**src/sv/pair_cooccurrence_threshold_assert.svh**
```systemverilog
// Assertion macros for the pair co-occurrence threshold block.
// Used by the top level only; expects a clock and an active-low reset name.
`ifndef PAIR_COOCCURRENCE_THRESHOLD_ASSERT_SVH
`define PAIR_COOCCURRENCE_THRESHOLD_ASSERT_SVH

// Same-cycle implication.
`define PCT_ASSERT_SAME(lbl, clk, rst_n, ante, cons, msg) \
    lbl: assert property (@(posedge clk) disable iff (!rst_n) (ante) |-> (cons)) \
        else $error(msg);

// Next-cycle implication.
`define PCT_ASSERT_NEXT(lbl, clk, rst_n, ante, cons, msg) \
    lbl: assert property (@(posedge clk) disable iff (!rst_n) (ante) |=> (cons)) \
        else $error(msg);

`endif

```
**src/sv/pct_pkg.sv**
```systemverilog
// Shared types and constants for the pair co-occurrence threshold block.
// No dependencies.
package pct_pkg;

    localparam int LETTER_W   = 5;
    localparam int POS_W      = 4;
    localparam int SEQ_W      = 4;
    localparam int THR_W      = 16;
    localparam int NUM_W      = 16;
    localparam int CFG_DATA_W = 16;
    localparam int CFG_IDX_W  = 1;
    localparam int Q_DEPTH    = 4;

    localparam int DEF_MAX_LENGTH  = 9;
    localparam int DEF_ALPHABET    = 32;
    localparam int DEF_COUNT_WIDTH = 16;

    localparam logic [SEQ_W-1:0] RESET_SEQ_LEN   = 4'd9;
    localparam logic [THR_W-1:0] RESET_THRESHOLD = 16'd1;
    localparam logic [NUM_W-1:0] NUM_MAX         = 16'hFFFF;

    localparam logic [CFG_IDX_W-1:0] CFG_SEQ_LEN   = 1'd0;
    localparam logic [CFG_IDX_W-1:0] CFG_THRESHOLD = 1'd1;

    localparam logic CMD_LETTER = 1'b0;
    localparam logic CMD_CLEAR  = 1'b1;

    typedef struct packed {
        logic                command;
        logic [LETTER_W-1:0] letter;
    } t_item;

    typedef struct packed {
        logic [LETTER_W-1:0] first_letter;
        logic [POS_W-1:0]    first_position;
        logic [LETTER_W-1:0] second_letter;
        logic [POS_W-1:0]    second_position;
        logic [NUM_W-1:0]    pair_number;
        logic                last_of_run;
    } t_result;

    // One unit of work handed from the front end to the count engine.
    typedef struct packed {
        logic                is_clear;
        logic                last;
        logic [LETTER_W-1:0] first_letter;
        logic [POS_W-1:0]    first_position;
        logic [LETTER_W-1:0] second_letter;
        logic [POS_W-1:0]    second_position;
    } t_task;

    typedef struct packed {
        logic full;
        logic empty;
    } t_q_stat;

endpackage

```
**src/sv/pct_fifo.sv**
```systemverilog
// Short flop-based queue between the front end and the count engine.
// Depends on pct_pkg for the status struct.
module pct_fifo #(
    parameter int WIDTH = 32,
    parameter int DEPTH = pct_pkg::Q_DEPTH
) (
    input  logic             i_clk,
    input  logic             i_rst_n,
    input  logic             i_push,
    input  logic [WIDTH-1:0] i_data,
    input  logic             i_pop,
    output logic [WIDTH-1:0] o_data,
    output pct_pkg::t_q_stat o_stat
);

    localparam int PTRW = $clog2(DEPTH);

    logic [WIDTH-1:0] r_mem [DEPTH];
    logic [PTRW-1:0]  r_wr;
    logic [PTRW-1:0]  r_rd;
    logic [PTRW:0]    r_cnt;
    logic [PTRW-1:0]  n_wr;
    logic [PTRW-1:0]  n_rd;
    logic [PTRW:0]    n_cnt;

    assign o_data       = r_mem[r_rd];
    assign o_stat.full  = (r_cnt == (PTRW+1)'(DEPTH));
    assign o_stat.empty = (r_cnt == '0);

    always_comb begin
        n_wr  = r_wr;
        n_rd  = r_rd;
        n_cnt = r_cnt;
        if (i_push) begin
            n_wr = (r_wr == PTRW'(DEPTH - 1)) ? '0 : r_wr + PTRW'(1);
        end
        if (i_pop) begin
            n_rd = (r_rd == PTRW'(DEPTH - 1)) ? '0 : r_rd + PTRW'(1);
        end
        if (i_push && !i_pop) begin
            n_cnt = r_cnt + (PTRW+1)'(1);
        end else if (i_pop && !i_push) begin
            n_cnt = r_cnt - (PTRW+1)'(1);
        end
    end

    always_ff @(posedge i_clk) begin
        if (!i_rst_n) begin
            r_wr  <= '0;
            r_rd  <= '0;
            r_cnt <= '0;
        end else begin
            r_wr  <= n_wr;
            r_rd  <= n_rd;
            r_cnt <= n_cnt;
        end
        if (i_push) begin
            r_mem[r_wr] <= i_data;
        end
    end

endmodule

```
**config.mk**
```make
export PLATFORM = sky130hd
export DESIGN_NAME = pct_fifo
export DESIGN_NICKNAME = d
export VERILOG_FILES = /design/src/sv/pair_cooccurrence_threshold_assert.svh /design/src/sv/pct_pkg.sv /design/src/sv/pct_fifo.sv
export SDC_FILE = /design/constraint.sdc
export NUM_CORES = 1
export LEC_CHECK = 0
export ABC_AREA = 1
export BUFFER_PORTS_ARGS = -buffer_cell sky130_fd_sc_hd__buf_2
export CORE_MARGIN = 3
export CORE_UTILIZATION = 25
export DETAILED_ROUTE_END_ITERATION = 10
export GPL_TIMING_DRIVEN = 0
export SLEW_MARGIN = 20
export SYNTH_ARGS = -nofsm -noshare
export SYNTH_HDL_FRONTEND = slang
export SYNTH_SLANG_ARGS = --single-unit
```
**constraint.sdc**
```tcl
create_clock -name i_clk -period 5.1 [get_ports i_clk]
set_clock_uncertainty 0.2 [all_clocks]
set_input_delay 0.765 -clock i_clk [delete_from_list [all_inputs] [get_ports i_clk]]
set_output_delay 0.765 -clock i_clk [all_outputs]
set_load 0.005 [all_outputs]
```
==> summary.md <==
| Metric | Value |
|---|---|
| Status | `finished clean` |
| First-pass GRT wire length | `18600 um` |
| Period utilization | `52.0%` |
| Initial Util | `25.6%` |
| Synth Cell Area | `0.00524 sq mm` |
| DRC violations left | `0` |
| Synth Register Bits | `137` |
| Gpl congestion | `0.690` |
| Seq. cell area | `0.00402 sq mm` |
| Sw frac | `21.0%` |
| Vias per cell | `4.40` |
| I/O Buffers | `69` |
| Die area | `0.0227 sq mm` |
| Crit start category | `register` |
| Min-Delay Path Class | `reg -> reg` |
| Htree depth | `4` |
| Flop pwr share | `45.9%` |
| Syn Area/Cell | `14.2 sq um` |
| Post-Place Cells | `711` |
| Crit path cell chain | `clkbuf_1 -> o21ai_0 -> o22ai_1 -> buf_2` |
| RSZ-0062 raised after global routing | `no` |
| Yosys top cell area share | `73.4%` |
| Worst setup EP type | `output pin` |
| # resized after CTS | `0` |
| CORE AREA | `0.0204 sq mm` |
| CTS tree | `done` |
| Psw | `0.593 mW` |
| 1st-pass router iterations | `4` |
| Pwr/cell area | `427 mW/mm^2` |
| DRT iter0 DRCs | `209` |
| Post-synthesis cell count | `368` |
| Largest net degree at the start of global routing | `27` |
| Post-CTS Setup Inserts | `0` |
| Post-CTS Hold Buffers | `0` |
| Slowest stage delay, CP | `0.38 ns` |
| Root Buffer | `clkbuf_16` |
| Fillers | `2062` |
| Req. time, crit path | `4.14 ns` |
| Setup TNS Final | `0 ns` |
| Vias in the first global route | `3364` |
| Worst VDD drop | `0.219 mV` |
| # setup viols final | `0` |
| Synthesis-to-finish area growth | `26.5%` |
| Die Span Y | `151 um` |
| Critical path data arrival time | `1.69 ns` |
| Internal power | `2.24 mW` |
| Initial antenna violation count | `2` |
| CP delay by family, top | `buffers and inverters` |
| N_diodes | `0` |
| Layout cells sized above 1 | `26.0%` |
| Chip Width | `151 um` |
| RR Startpoint | `r_wr[0]` |
| Yosys warnings | `0` |
| Slew Viols, Final | `0` |
| Synth area leaders | `edfxtp_1 73%, nor2_1 5.2%, o22ai_1 3.8%` |
| CP max FO | `10` |
| Boundary Pins | `70` |
| Nets | `503` |
| Vias | `3256` |
| Syn nets | `411` |
| Congestion Overflow GR | `0` |
| Site Rows | `52` |
| Clk buf depth | `2` |
| R2R setup slack | `3.37 ns` |
| CTS Buf Count | `17` |
| Clock slew at reported path FFs | `0.05 ns` |
| Min cycle time layout | `2.65 ns` |
| Post-synthesis sequential area ratio | `76.9%` |
| Max stage delay cell, worst path | `clkbuf_1` |
| Netlist cell types | `21` |
| Clk_lat worst skew | `0.41 ns` |
| Detailed Route WL | `12200 um` |
| Endpoints failing hold | `0` |
| Clock share of power | `44.8%` |
| Detailed Place HPWL | `8040 um` |
| Leakage | `2.39 nW` |
| Maxcap violations | `0` |
| WS Path Type | `reg -> out` |
| Logic pwr share | `9.2%` |
| Measured slew at the worst slew-check pin | `0.459 ns` |
| Worst slew margin | `69.4%` |
| Total track usage | `11.2%` |
| WL/cell | `16.6 um` |
| Worst Path Buf+Inv | `2` |
| FMAX | `377 MHz` |
| Multi-input logic area | `986 sq um` |
| Sink Count | `137` |
| Synth area leader | `edfxtp_1` |
| Non-filler cells, final | `740` |
| DRT antenna net count | `0` |
| Worst Hold Launch | `r_wr[1]` |
==> final timing paths <==
| path | to | cells after the start |
|---|---|---|
| setup / recovery | o_data[21] | 4 |
| hold / removal | r_wr[1] | 2 |
| setup reg to reg | r_mem[2][10] | 5 |
| hold reg to reg | r_wr[1] | 2 |
==> cells in the mapped netlist, drive strengths merged <==
library cell  instances
a21oi                 3
buf                  18
clkbuf                1
dfxtp                 9
edfxtp              128
fa                    1
ha                    6
inv                  16
nand2                 8
nand3                 1
nand4                 1
nor2                 72
nor3                  4
o21ai                67
o22ai                32
xor2                  1
==> per-layer routing <==
metal | routed length (um) | GRT usage (%) | part of all wire (%) | up-vias
li1 | - | - | - | 1542
met1 | 5430 | 13.5 | 44 | 1608
met2 | 6070 | 18.5 | 50 | 83
met3 | 594 | 4.06 | 4.8 | 19
met4 | 129 | 3.81 | 1.1 | 4
met5 | 27 | 0 | 0.22 | -
==> stage by stage <==
step / utilization, % / power [mW] / hold WS (ns) / setup WS, ns / cell area (sq um)
6_report: 32.4 / 2.83 / 0.355 / 2.45 / 6620
5_1_grt: 32.4 / 2.94 / 0.347 / 2.26 / 6620
4_1_cts: 32.4 / 2.86 / 0.348 / 2.39 / 6620
2_1_floorplan: - / 1.46 / 0.290 / 3.08 / 5240
3_5_place_dp: 29.4 / 1.59 / 0.346 / 2.86 / 6010
3_3_place_gp: 29.0 / 1.57 / 0.298 / 2.31 / 5920
==> flip-flops by register name, summed over array words and instances (netlist names), named ones only <==
signal  count
r_mem     128
r_rd        2
r_cnt       3
r_wr        2
==> layout by cell type, fill, tap and decap left out, types with 3 or more instances in the layout <==
cell         n
buf_2       75
nor3_1       4
ha_1         6
bufinv_16    5
nand2_1      8
nor2_1      72
edfxtp_1   128
clkbuf_16   17
inv_2        5
o21ai_0     39
inv_1       10
clkinv_1     3
o21ai_1     28
a21oi_1      3
buf_4        3
o22ai_1     32
dfxtp_1      9
buf_6        9
==> cell type report <==
class,count,area share (%)
Sequential cell,137,60.8
Multi-Input combinational cell,196,14.9
Timing Repair Buffer,73,6.65
Clock buffer,18,6.48
Tap cell,270,5.10
Clock inverter,11,2.72
Buffer,19,2.38
Inverter,16,1.02
==> power groups by stage <==
stage	sequential [mW]	clock (mW)	combinational (mW)
floorplan	1.32	0	0.137
global placement	1.32	0	0.250
detailed placement	1.32	0	0.268
CTS	1.30	1.29	0.269
global route	1.30	1.35	0.293
finish	1.30	1.27	0.262
==> worst reg2reg max path: stages, from the launching register on <==
cell and delay (ns):
dfxtp_1 0.35, inv_1 0.10, ha_1 0.14, nand2_1 0.06, inv_2 0.33, buf_16 0.24
==> cells by family (layout without fill, tap and decap cells) <==
group	Yosys count	in the layout	share of synthesized area, %
flip-flops	137	137	76.9
AO/OA/AOI/OAI	102	102	10.5
AND/OR/NAND/NOR	86	86	6.33
adder cells (fa/ha/maj)	7	7	1.82
buffers and inverters	35	137	4.30
XOR/XNOR	1	1	0.167
(Power assumes the default switching activity.)
