===== src/sv/pair_cooccurrence_threshold_assert.svh =====
// Assertion macros for the pair co-occurrence threshold block.
// Used by the top level only; expects a clock and an active-low reset name.
`ifndef PAIR_COOCCURRENCE_THRESHOLD_ASSERT_SVH
`define PAIR_COOCCURRENCE_THRESHOLD_ASSERT_SVH

// Same-cycle implication.
`define PCT_ASSERT_SAME(lbl, clk, rst_n, ante, cons, msg) \
    lbl: assert property (@(posedge clk) disable iff (!rst_n) (ante) |-> (cons)) \
        else $error(msg);

// Next-cycle implication.
`define PCT_ASSERT_NEXT(lbl, clk, rst_n, ante, cons, msg) \
    lbl: assert property (@(posedge clk) disable iff (!rst_n) (ante) |=> (cons)) \
        else $error(msg);

`endif


===== src/sv/pct_pkg.sv =====
// Shared types and constants for the pair co-occurrence threshold block.
// No dependencies.
package pct_pkg;

    localparam int LETTER_W   = 5;
    localparam int POS_W      = 4;
    localparam int SEQ_W      = 4;
    localparam int THR_W      = 16;
    localparam int NUM_W      = 16;
    localparam int CFG_DATA_W = 16;
    localparam int CFG_IDX_W  = 1;
    localparam int Q_DEPTH    = 4;

    localparam int DEF_MAX_LENGTH  = 9;
    localparam int DEF_ALPHABET    = 32;
    localparam int DEF_COUNT_WIDTH = 16;

    localparam logic [SEQ_W-1:0] RESET_SEQ_LEN   = 4'd9;
    localparam logic [THR_W-1:0] RESET_THRESHOLD = 16'd1;
    localparam logic [NUM_W-1:0] NUM_MAX         = 16'hFFFF;

    localparam logic [CFG_IDX_W-1:0] CFG_SEQ_LEN   = 1'd0;
    localparam logic [CFG_IDX_W-1:0] CFG_THRESHOLD = 1'd1;

    localparam logic CMD_LETTER = 1'b0;
    localparam logic CMD_CLEAR  = 1'b1;

    typedef struct packed {
        logic                command;
        logic [LETTER_W-1:0] letter;
    } t_item;

    typedef struct packed {
        logic [LETTER_W-1:0] first_letter;
        logic [POS_W-1:0]    first_position;
        logic [LETTER_W-1:0] second_letter;
        logic [POS_W-1:0]    second_position;
        logic [NUM_W-1:0]    pair_number;
        logic                last_of_run;
    } t_result;

    // One unit of work handed from the front end to the count engine.
    typedef struct packed {
        logic                is_clear;
        logic                last;
        logic [LETTER_W-1:0] first_letter;
        logic [POS_W-1:0]    first_position;
        logic [LETTER_W-1:0] second_letter;
        logic [POS_W-1:0]    second_position;
    } t_task;

    typedef struct packed {
        logic full;
        logic empty;
    } t_q_stat;

endpackage


===== src/sv/pct_front.sv =====
// Front end: takes items, buffers letters, walks position pairs of a finished
// sequence, queues a count-store task per pair or clear. Depends on pct_pkg.
module pct_front #(
    parameter int MAX_LENGTH = pct_pkg::DEF_MAX_LENGTH,
    parameter int ALPHABET   = pct_pkg::DEF_ALPHABET,
    parameter int AW         = 16
) (
    input  logic                      i_clk,
    input  logic                      i_rst_n,
    input  logic                      i_accept,
    input  pct_pkg::t_item            i_item,
    input  logic [pct_pkg::SEQ_W-1:0] i_seq_len,
    input  logic                      i_q_full,
    output logic                      o_push,
    output pct_pkg::t_task            o_task,
    output logic [AW-1:0]             o_addr,
    output logic                      o_hold
);

    localparam int LW   = pct_pkg::LETTER_W;
    localparam int PSW  = pct_pkg::POS_W;
    localparam int PW   = $clog2(MAX_LENGTH);
    localparam int NPP  = (MAX_LENGTH * (MAX_LENGTH - 1)) / 2;
    localparam int PIW  = (NPP > 1) ? $clog2(NPP) : 1;

    // Reduce a letter into the alphabet by conditional subtracts.
    function automatic logic [LW-1:0] f_mod(input logic [LW-1:0] v);
        logic [LW:0] r;
        r = {1'b0, v};
        for (int k = LW - 1; k >= 0; k--) begin
            if (int'(r) >= (ALPHABET << k)) begin
                r = r - (LW+1)'(ALPHABET << k);
            end
        end
        return r[LW-1:0];
    endfunction

    logic [PSW-1:0] r_pos;
    logic           r_walk;
    logic           r_clear_pend;
    logic [LW-1:0]  r_buf [MAX_LENGTH];
    logic [LW-1:0]  r_q   [MAX_LENGTH];
    logic [LW-1:0]  r_r   [MAX_LENGTH];
    logic [PSW-1:0] r_p1;
    logic [PSW-1:0] r_p2;
    logic [PIW-1:0] r_pidx;
    logic [PSW-1:0] r_wlen;

    logic [PSW-1:0] n_pos;
    logic           n_walk;
    logic           n_clear_pend;
    logic [LW-1:0]  n_q   [MAX_LENGTH];
    logic [LW-1:0]  n_r   [MAX_LENGTH];
    logic [PSW-1:0] n_p1;
    logic [PSW-1:0] n_p2;
    logic [PIW-1:0] n_pidx;
    logic [PSW-1:0] n_wlen;

    logic [PSW-1:0] w_len;
    logic           w_pos_last;
    logic [LW-1:0]  w_letter;
    logic           w_is_letter;
    logic           w_step;
    logic           w_p1_end;
    logic           w_p2_end;
    logic [LW-1:0]  w_ld [MAX_LENGTH+2];
    logic [LW-1:0]  w_qx [MAX_LENGTH+2];
    logic [LW-1:0]  w_rx [MAX_LENGTH+2];

    always_comb begin
        if (i_seq_len < pct_pkg::SEQ_W'(2)) begin
            w_len = PSW'(2);
        end else if (int'(i_seq_len) > MAX_LENGTH) begin
            w_len = PSW'(MAX_LENGTH);
        end else begin
            w_len = i_seq_len;
        end
    end

    assign w_pos_last  = ({1'b0, r_pos} + (PSW+1)'(1)) >= {1'b0, w_len};
    assign w_letter    = f_mod(i_item.letter);
    assign w_is_letter = i_accept && (i_item.command == pct_pkg::CMD_LETTER);
    assign o_hold      = r_clear_pend || (r_walk && w_pos_last);

    assign w_p1_end = (r_p1 == r_wlen - PSW'(2));
    assign w_p2_end = (r_p2 == r_wlen - PSW'(1));
    assign w_step   = r_walk && !i_q_full;
    assign o_push   = !i_q_full && (r_walk || r_clear_pend);

    always_comb begin
        for (int i = 0; i < MAX_LENGTH; i++) begin
            w_ld[i] = (int'(r_pos) == i) ? w_letter : r_buf[i];
            w_qx[i] = r_q[i];
            w_rx[i] = r_r[i];
        end
        for (int i = MAX_LENGTH; i < MAX_LENGTH + 2; i++) begin
            w_ld[i] = '0;
            w_qx[i] = '0;
            w_rx[i] = '0;
        end
    end

    always_comb begin
        if (r_walk) begin
            o_task.is_clear        = 1'b0;
            o_task.last            = w_p1_end && w_p2_end;
            o_task.first_letter    = r_q[0];
            o_task.first_position  = r_p1;
            o_task.second_letter   = r_r[0];
            o_task.second_position = r_p2;
            o_addr = AW'(r_pidx) * AW'(ALPHABET * ALPHABET)
                   + AW'(r_q[0]) * AW'(ALPHABET) + AW'(r_r[0]);
        end else begin
            o_task          = '0;
            o_task.is_clear = 1'b1;
            o_addr          = '0;
        end
    end

    always_comb begin
        n_pos        = r_pos;
        n_walk       = r_walk;
        n_clear_pend = r_clear_pend;
        n_p1         = r_p1;
        n_p2         = r_p2;
        n_pidx       = r_pidx;
        n_wlen       = r_wlen;
        for (int i = 0; i < MAX_LENGTH; i++) begin
            n_q[i] = r_q[i];
            n_r[i] = r_r[i];
        end

        if (i_accept && (i_item.command == pct_pkg::CMD_CLEAR)) begin
            n_clear_pend = 1'b1;
        end else if (w_is_letter) begin
            if (w_pos_last) begin
                n_pos  = '0;
                n_walk = 1'b1;
                n_p1   = '0;
                n_p2   = PSW'(1);
                n_pidx = '0;
                n_wlen = w_len;
                for (int i = 0; i < MAX_LENGTH; i++) begin
                    n_q[i] = w_ld[i];
                    n_r[i] = w_ld[i+1];
                end
            end else begin
                n_pos = r_pos + PSW'(1);
            end
        end

        if (w_step) begin
            n_pidx = r_pidx + PIW'(1);
            if (w_p2_end) begin
                if (w_p1_end) begin
                    n_walk = 1'b0;
                end else begin
                    n_p1 = r_p1 + PSW'(1);
                    n_p2 = r_p1 + PSW'(2);
                    for (int i = 0; i < MAX_LENGTH; i++) begin
                        n_q[i] = w_qx[i+1];
                        n_r[i] = w_qx[i+2];
                    end
                end
            end else begin
                n_p2 = r_p2 + PSW'(1);
                for (int i = 0; i < MAX_LENGTH; i++) begin
                    n_r[i] = w_rx[i+1];
                end
            end
        end

        if (o_push && !r_walk) begin
            n_clear_pend = 1'b0;
        end
    end

    always_ff @(posedge i_clk) begin
        if (!i_rst_n) begin
            r_pos        <= '0;
            r_walk       <= 1'b0;
            r_clear_pend <= 1'b0;
        end else begin
            r_pos        <= n_pos;
            r_walk       <= n_walk;
            r_clear_pend <= n_clear_pend;
        end
        r_p1   <= n_p1;
        r_p2   <= n_p2;
        r_pidx <= n_pidx;
        r_wlen <= n_wlen;
        for (int i = 0; i < MAX_LENGTH; i++) begin
            r_q[i] <= n_q[i];
            r_r[i] <= n_r[i];
        end
        if (w_is_letter && (int'(r_pos) < MAX_LENGTH)) begin
            r_buf[r_pos[PW-1:0]] <= w_letter;
        end
    end

endmodule


===== config.mk =====
export PLATFORM = sky130hd
export DESIGN_NAME = pct_front
export DESIGN_NICKNAME = d
export VERILOG_FILES = /design/src/sv/pair_cooccurrence_threshold_assert.svh /design/src/sv/pct_pkg.sv /design/src/sv/pct_front.sv
export SDC_FILE = /design/constraint.sdc
export NUM_CORES = 1
export LEC_CHECK = 0
export ABC_AREA = 1
export BUFFER_PORTS_ARGS = -buffer_cell sky130_fd_sc_hd__buf_2
export CORE_ASPECT_RATIO = 2
export CORE_UTILIZATION = 35
export DETAILED_ROUTE_END_ITERATION = 10
export GPL_TIMING_DRIVEN = 0
export PLACE_DENSITY = 0.54
export SLEW_MARGIN = 20
export SYNTH_ARGS = -nofsm -noshare
export SYNTH_HDL_FRONTEND = slang
export SYNTH_SLANG_ARGS = --single-unit

===== constraint.sdc =====
create_clock -name i_clk -period 2.2 [get_ports i_clk]
set_input_delay 0.11 -clock i_clk [delete_from_list [all_inputs] [get_ports i_clk]]
set_output_delay 0.11 -clock i_clk [all_outputs]
set_load 0.03 [all_outputs]

==> impl_results.md, run 1 <==
- Fill count: 2418
- Chip height: 219 um
- Final min period: 2.27 ns
- FF+latch count, synth: 159
- Synth Warn #: 0
- Layout Skew: 0.0146 ns
- Status: complete, but fails checks
- Clock Tree Buf Depth: 2
- Slack of the critical path: -0.0748 ns
- Initial antenna violation count: 0
- H-tree Lvls: 4
- Leakage Power: 5.19 nW
- Core Region: 0.0231 mm^2
- Reg-to-reg critical path endpoint: r_pidx[4]$_SDFFCE_PN0P_
- GRT overflow: 0
- IO Pins: 52
- CTS buffer count: 17
- Min-delay src: i_item[4]
- Via Count: 7390
- Setup crit end kind: primary output
- TritonCTS clock tree: done
- Syn avg cell area: 6.95 um^2
- Largest net degree at the start of global routing: 17
- Multi-input logic area: 0.00407 mm^2
- Residual DRC: 0
- Peak supply drop: 0.514 mV
- Vias/cell: 4.69
- Syn_nets: 1212
- Iteration-0 DRC count of the detailed router: 329
- Synth Cell Area: 0.00822 mm^2
- Critical Path Fanout Max: 5
- Ratio of cells with drive above 1 in the final layout: 17.9%
- Gr usage total: 21.6%
- Min Hold Slack: 0.0402 ns
- Finished Core Util: 43.7%
- Reg area: 0.00374 mm^2
- Clk Tree Root Cell: clkbuf_16
- Clock transition at path regs: 0.06 ns
- Rows: 79
- Fin crit share: 103%
- CP peak stage delay: 0.32 ns
- Failing checks: setup timing
- R2R Setup Slk: -0.01 ns
- Slowest-stage cell, CP: dfxtp_2
- Post-DP HPWL: 18500 um
- Routed WL per cell: 15.4 um
- Reg2reg path depth: 11
- # setup viols final: 7
- Total wire length: 24200 um
- WP data required: 2.09 ns
- Final hold vios: 0
- Area growth syn-to-layout: 23.0%
- CP startpoint kind: flop
- Arrival time worst endpoint: 2.16 ns
- Worst-Margin Slew: 0.825 ns
- Die ar.: 0.0241 mm^2
- Crit Path Class: flop to primary output
- Sinks on Clock Net: 159
- TNS Setup: -0.122 ns
- WHS Path Cells: 1
- Fmax: 440 MHz
- Critical path, cell by cell: buf_6 > nand3_4 > xor2_2 > ha_1 > a21boi_2 > nor2_2 > nand2_4 > buf_8 > nand2_4 > nand2_2 > buf_6
- Vias in the first global route: 7268
- Initial Util: 35.5%
- Reg-to-reg startpoint: r_pos[0]$_SDFFE_PN0P_
- Pwr dens: 1020 mW/mm^2
- First-pass GRT wire length: 38400 um
- Ant. Diodes: 0
- Worst relative slew slack: 44.4%
- Worst-skew pair later-pin latency: 0.43 ns
- Post-route cell area: 0.0101 mm^2
- HP Class: input pin to flop
- Placed instance area: 0.00883 mm^2
- First drt pass iteration count: 4
- CP Launch Point: r_pos[2]$_SDFFE_PN0P_
- Nets@finish: 1309
- Yosys cell types: 29
- Hold Path End: r_buf[1][4]$_DFFE_PP_
- Post-synthesis sequential area ratio: 45.4%
- Placer Congestion: 0.809
- Cells after Synth: 1183
- # Max-Cap Violations: 0
- Routed Antenna Nets: 0
- Die W: 110 um
- RSZ-0062 raised after global routing: yes
- Slew Limit Fails: 0
- IO Port Bufs: 51
[through the flow]
stage                     instances  setup WS, ns  total power, mW
final                          1576       -0.0748             10.3
after global routing           1576        -0.171             11.1
after global placement         1517        -0.468             7.16
after CTS                      1567        -0.210             10.3
after detailed placement       1517        -0.502             7.21
after floorplan                1183        0.0212             6.46
[worst max-delay path, delay by kind of cell, from the launching register on]
family                   cells  cell delay [ns]
AO/OA/AOI/OAI                1             0.16
buffers and inverters        3             0.39
flip-flops                   1             0.32
AND/OR/NAND/NOR              5             0.40
XOR/XNOR                     1             0.15
adder cells (fa/ha/maj)      1             0.31
[registers in the layout, summed over array words and instances (netlist names)]
name,flops
r_buf,45
r_q,45
r_r,45
r_pidx,6
r_p1,4
r_p2,4
r_pos,4
r_wlen,4
r_clear_pend,1
r_walk,1
[cell usage in the layout, fill, tap and decap left out, types with 3 or more instances in the layout]
| cell type | instances |
|---|---|
| nand2_4 | 5 |
| nor3_1 | 4 |
| buf_2 | 58 |
| clkinv_1 | 5 |
| nand2_2 | 5 |
| ha_4 | 5 |
| inv_1 | 65 |
| dlygate4sd3_1 | 5 |
| buf_4 | 42 |
| edfxtp_1 | 55 |
| clkbuf_2 | 3 |
| buf_1 | 4 |
| buf_8 | 5 |
| a21oi_1 | 7 |
| clkinvlp_4 | 5 |
| buf_6 | 16 |
| nand3_4 | 3 |
| ha_1 | 10 |
| nor2_4 | 5 |
| nand3_1 | 75 |
| inv_2 | 11 |
| xor2_1 | 4 |
| nand4_1 | 3 |
| xor2_2 | 3 |
| clkbuf_16 | 18 |
| o21ai_0 | 57 |
| nor2_1 | 137 |
| clkbuf_1 | 16 |
| o21a_1 | 5 |
| dfxtp_1 | 100 |
| nand2_1 | 504 |
| nand3_2 | 28 |
[layer usage]
layer  share of wire [%]  routed length [um]  global-route usage (%)
met1                  37                8890                    21.5
met2                  57               13800                    41.6
met3                 2.3                 555                    3.25
met4                 4.0                 964                    10.6
met5                   0                   0                       0
[final cells by class]
cell class	count	share of cell area [%]
Sequential cell	159	37.0
Tap cell	283	3.50
Multi-Input combinational cell	870	40.2
Clock inverter	15	1.44
Inverter	79	2.99
Timing Repair Buffer	79	5.10
Clock buffer	17	4.21
Buffer	74	5.52
[logic make-up after synthesis]
kind of cell | synth area share, %
adder cells (fa/ha/maj) | 2.28
XOR/XNOR | 0.959
flip-flops | 45.4
buffers and inverters | 8.83
AND/OR/NAND/NOR | 37.7
AO/OA/AOI/OAI | 4.83
[Yosys cell counts]
cell,instances,area [um^2]
nor3_1,4,20.0
inv_2,8,30.0
inv_1,70,263
nor2_1,139,522
nor2_4,4,45.0
clkinv_1,1,3.75
ha_1,15,188
buf_4,22,165
a31oi_1,1,6.26
buf_1,4,15.0
nand2_1,510,1910
dfxtp_1,104,2080
xnor2_1,2,17.5
buf_2,16,80.1
nand2_2,3,18.8
nor2_2,1,6.26
nand3_1,104,521
clkbuf_1,27,101
o21a_1,5,37.5
a21oi_1,7,35.0
xor2_1,7,61.3
nand4_1,3,18.8
o21ai_0,59,295
a211oi_1,2,15.0
nand3_2,2,20.0
buf_6,6,67.6
nand2_4,1,11.3
edfxtp_1,55,1650
a21boi_0,1,7.51
[timing repair]
| action | CTS | global route |
|---|---|---|
| resized for setup | 84 | 51 |
| gates cloned | 0 | 1 |
| setup endpoints to repair | 120 | 115 |
| hold buffers | 5 | 0 |
| hold endpoints to repair | 7 | 0 |
| pin swaps | 9 | 18 |
| setup buffers | 13 | 9 |
[report_power, final]
part           total [mW]  internal (mW)  switching, mW
logic                2.89           1.20           1.69
registers            4.54           3.90          0.636
clock network        2.89           1.66           1.23
total                10.3           6.76           3.56
[worst max path at each step]
stage,to,slack (ns),depth (start not counted)
after floorplan,r_pidx[0]$_SDFFCE_PN0P_,0.02,11
after global placement,r_pidx[0]$_SDFFCE_PN0P_,-0.47,11
after detailed placement,r_pidx[4]$_SDFFCE_PN0P_,-0.50,11
after CTS,o_hold,-0.21,11
after global routing,o_hold,-0.17,11
final,o_hold,-0.07,11
(Power assumes the default switching activity.)
==> inputs of run 2 (changes only) <==
- GPL_ROUTABILITY_DRIVEN: unset -> 0
- PLACE_DENSITY: 0.54 -> 0.52
- clock period: 2.2 -> 2.6 ns (I/O delays scaled with it)
==> impl_results.md, run 2 (synthesized netlist as in run 1, its figures left out) <==
- Status: complete, no violations
- WHS Path Cells: 2
- IO Port Bufs: 51
- Initial antenna violation count: 0
- Via Count: 7391
- # Max-Cap Violations: 0
- Largest net degree at the start of global routing: 17
- Vias in the first global route: 6957
- Post-Place Cells: 1517
- Clock Tree Buf Depth: 2
- Clk Tree Root Cell: clkbuf_16
- Finished Core Util: 41.6%
- Gr usage total: 21.7%
- Pwr dens: 918 mW/mm^2
- Reg-to-reg startpoint: r_pos[0]$_SDFFE_PN0P_
- HP Class: input pin to flop
- Slack of the critical path: 0.170 ns
- Total wire length: 24700 um
- Ant. Diodes: 0
- Ratio of cells with drive above 1 in the final layout: 13.2%
- Slew Limit Fails: 0
- Reg-to-reg critical path endpoint: r_pidx[5]$_SDFFCE_PN0P_
- TritonCTS clock tree: done
- Fmax: 411 MHz
- Area growth syn-to-layout: 17.0%
- Arrival time worst endpoint: 2.30 ns
- Hold Path End: r_wlen[3]$_DFFE_PP_
- Setup crit end kind: primary output
- Post-route cell area: 0.00962 mm^2
- Die W: 110 um
- Final min period: 2.43 ns
- R2R Setup Slk: 0.19 ns
- CP startpoint kind: flop
- Leakage Power: 5.07 nW
- Worst-Margin Slew: 0.846 ns
- Nets@finish: 1294
- Reg2reg path depth: 11
- Post-DP HPWL: 19100 um
- IO Pins: 52
- Dpl ws: -0.215 ns
- Commonest cells after routing, fill and taps aside: nand2_1 (508), nor2_1 (139), nand3_1 (104), dfxtp_1 (101), inv_1 (69)
- Worst-skew pair later-pin latency: 0.44 ns
- Final hold vios: 0
- GRT overflow: 0
- Residual DRC: 0
- Placed instance area: 0.00883 mm^2
- Peak supply drop: 0.503 mV
- First drt pass iteration count: 5
- Worst relative slew slack: 43.0%
- Die ar.: 0.0241 mm^2
- Vias/cell: 4.73
- Rows: 79
- CTS buffer count: 17
- # setup viols final: 0
- CP Launch Point: r_wlen[0]$_DFFE_PP_
- Layout Cells excl Fill: 1561
- First-pass GRT wire length: 38000 um
- Crit Path Class: flop to primary output
- Min Hold Slack: 0.0227 ns
- Iteration-0 DRC count of the detailed router: 379
- Initial Util: 35.5%
- Commonest non-fill, non-tap cell in the layout: nand2_1
- Routed WL per cell: 15.8 um
- Fin crit share: 93.5%
- Chip height: 219 um
- Critical Path Fanout Max: 5
- Sinks on Clock Net: 159
- Min-delay src: i_seq_len[3]
- Layout Skew: 0.00755 ns
- H-tree Lvls: 4
- Routed Antenna Nets: 0
- Core Region: 0.0231 mm^2
- Clock transition at path regs: 0.06 ns
- WP data required: 2.47 ns
run 2: cell count changes in the layout (fill, tap and decap cells not counted), moves of 7 or more:
| cell | previous run | this run |
|---|---|---|
| buf_4 | 42 | 32 |
| buf_2 | 58 | 65 |
| buf_6 | 16 | 8 |
| clkbuf_1 | 16 | 23 |
| nand3_2 | 28 | 2 |
| nand3_1 | 75 | 104 |
run 2: metal layers:
| layer | GRT usage, % | routed length (um) | vias to the layer above | part of all wire [%] |
|---|---|---|---|---|
| li1 | - | - | 3849 | - |
| met1 | 21.8 | 9290 | 3359 | 38 |
| met2 | 41.5 | 13800 | 133 | 56 |
| met3 | 3.55 | 624 | 50 | 2.5 |
| met4 | 10.6 | 1010 | 0 | 4.1 |
| met5 | 0 | 0 | - | 0 |
run 2: where the power goes:
group | total, mW | switching, mW | internal (mW) | leakage, nW
Combinational | 2.29 | 1.38 | 0.916 | 3.39
Clock | 2.70 | 1.04 | 1.66 | 0.311
Sequential | 3.84 | 0.539 | 3.30 | 1.37
run 2: worst max path at each step:
stage	endpoint	depth (start not counted)	slack, ns
final	o_task[18]	10	0.17
after detailed placement	r_pidx[4]$_SDFFCE_PN0P_	11	-0.21
after global placement	r_pidx[4]$_SDFFCE_PN0P_	11	-0.19
after floorplan	r_pidx[0]$_SDFFCE_PN0P_	11	0.36
after CTS	o_hold	11	0.001
after global routing	r_walk$_SDFF_PN0_	12	-0.01
run 2: final cells by class:
cell class / instances / area, um^2
Sequential cell: 159 / 3740
Tap cell: 283 / 354
Clock buffer: 24 / 507
Multi-Input combinational cell: 870 / 3780
Fill cell: 2535 / 13500
Buffer: 75 / 453
Clock inverter: 8 / 124
Timing Repair Buffer: 63 / 354
Inverter: 79 / 297
run 2: stage by stage:
step / total power [mW] / setup TNS [ns]
3_5_place_dp: 6.12 / -2.12
4_1_cts: 8.86 / 0
6_report: 8.83 / 0
3_3_place_gp: 6.08 / -1.39
2_1_floorplan: 5.47 / 0
5_1_grt: 9.45 / -0.0308
run 2: worst max-delay path, cell delays in order, from the launching register on:
cell and delay, ns:
edfxtp_1 0.43, inv_2 0.07, ha_1 0.31, nand2_1 0.09
nand2_1 0.05, nor2_1 0.09, nand2_1 0.09, nor2_4 0.22
nand2_2 0.17, nor2_1 0.12, buf_2 0.20
run 2: timing repair:
item / in CTS / in global routing
pin swaps: 1 / 8
endpoints found under the hold margin: 4 / 0
endpoints found under the setup margin: 59 / 96
hold buffers: 1 / 0
cloned: 0 / 0
buffers inserted: 1 / 10
resized for setup: 7 / 23
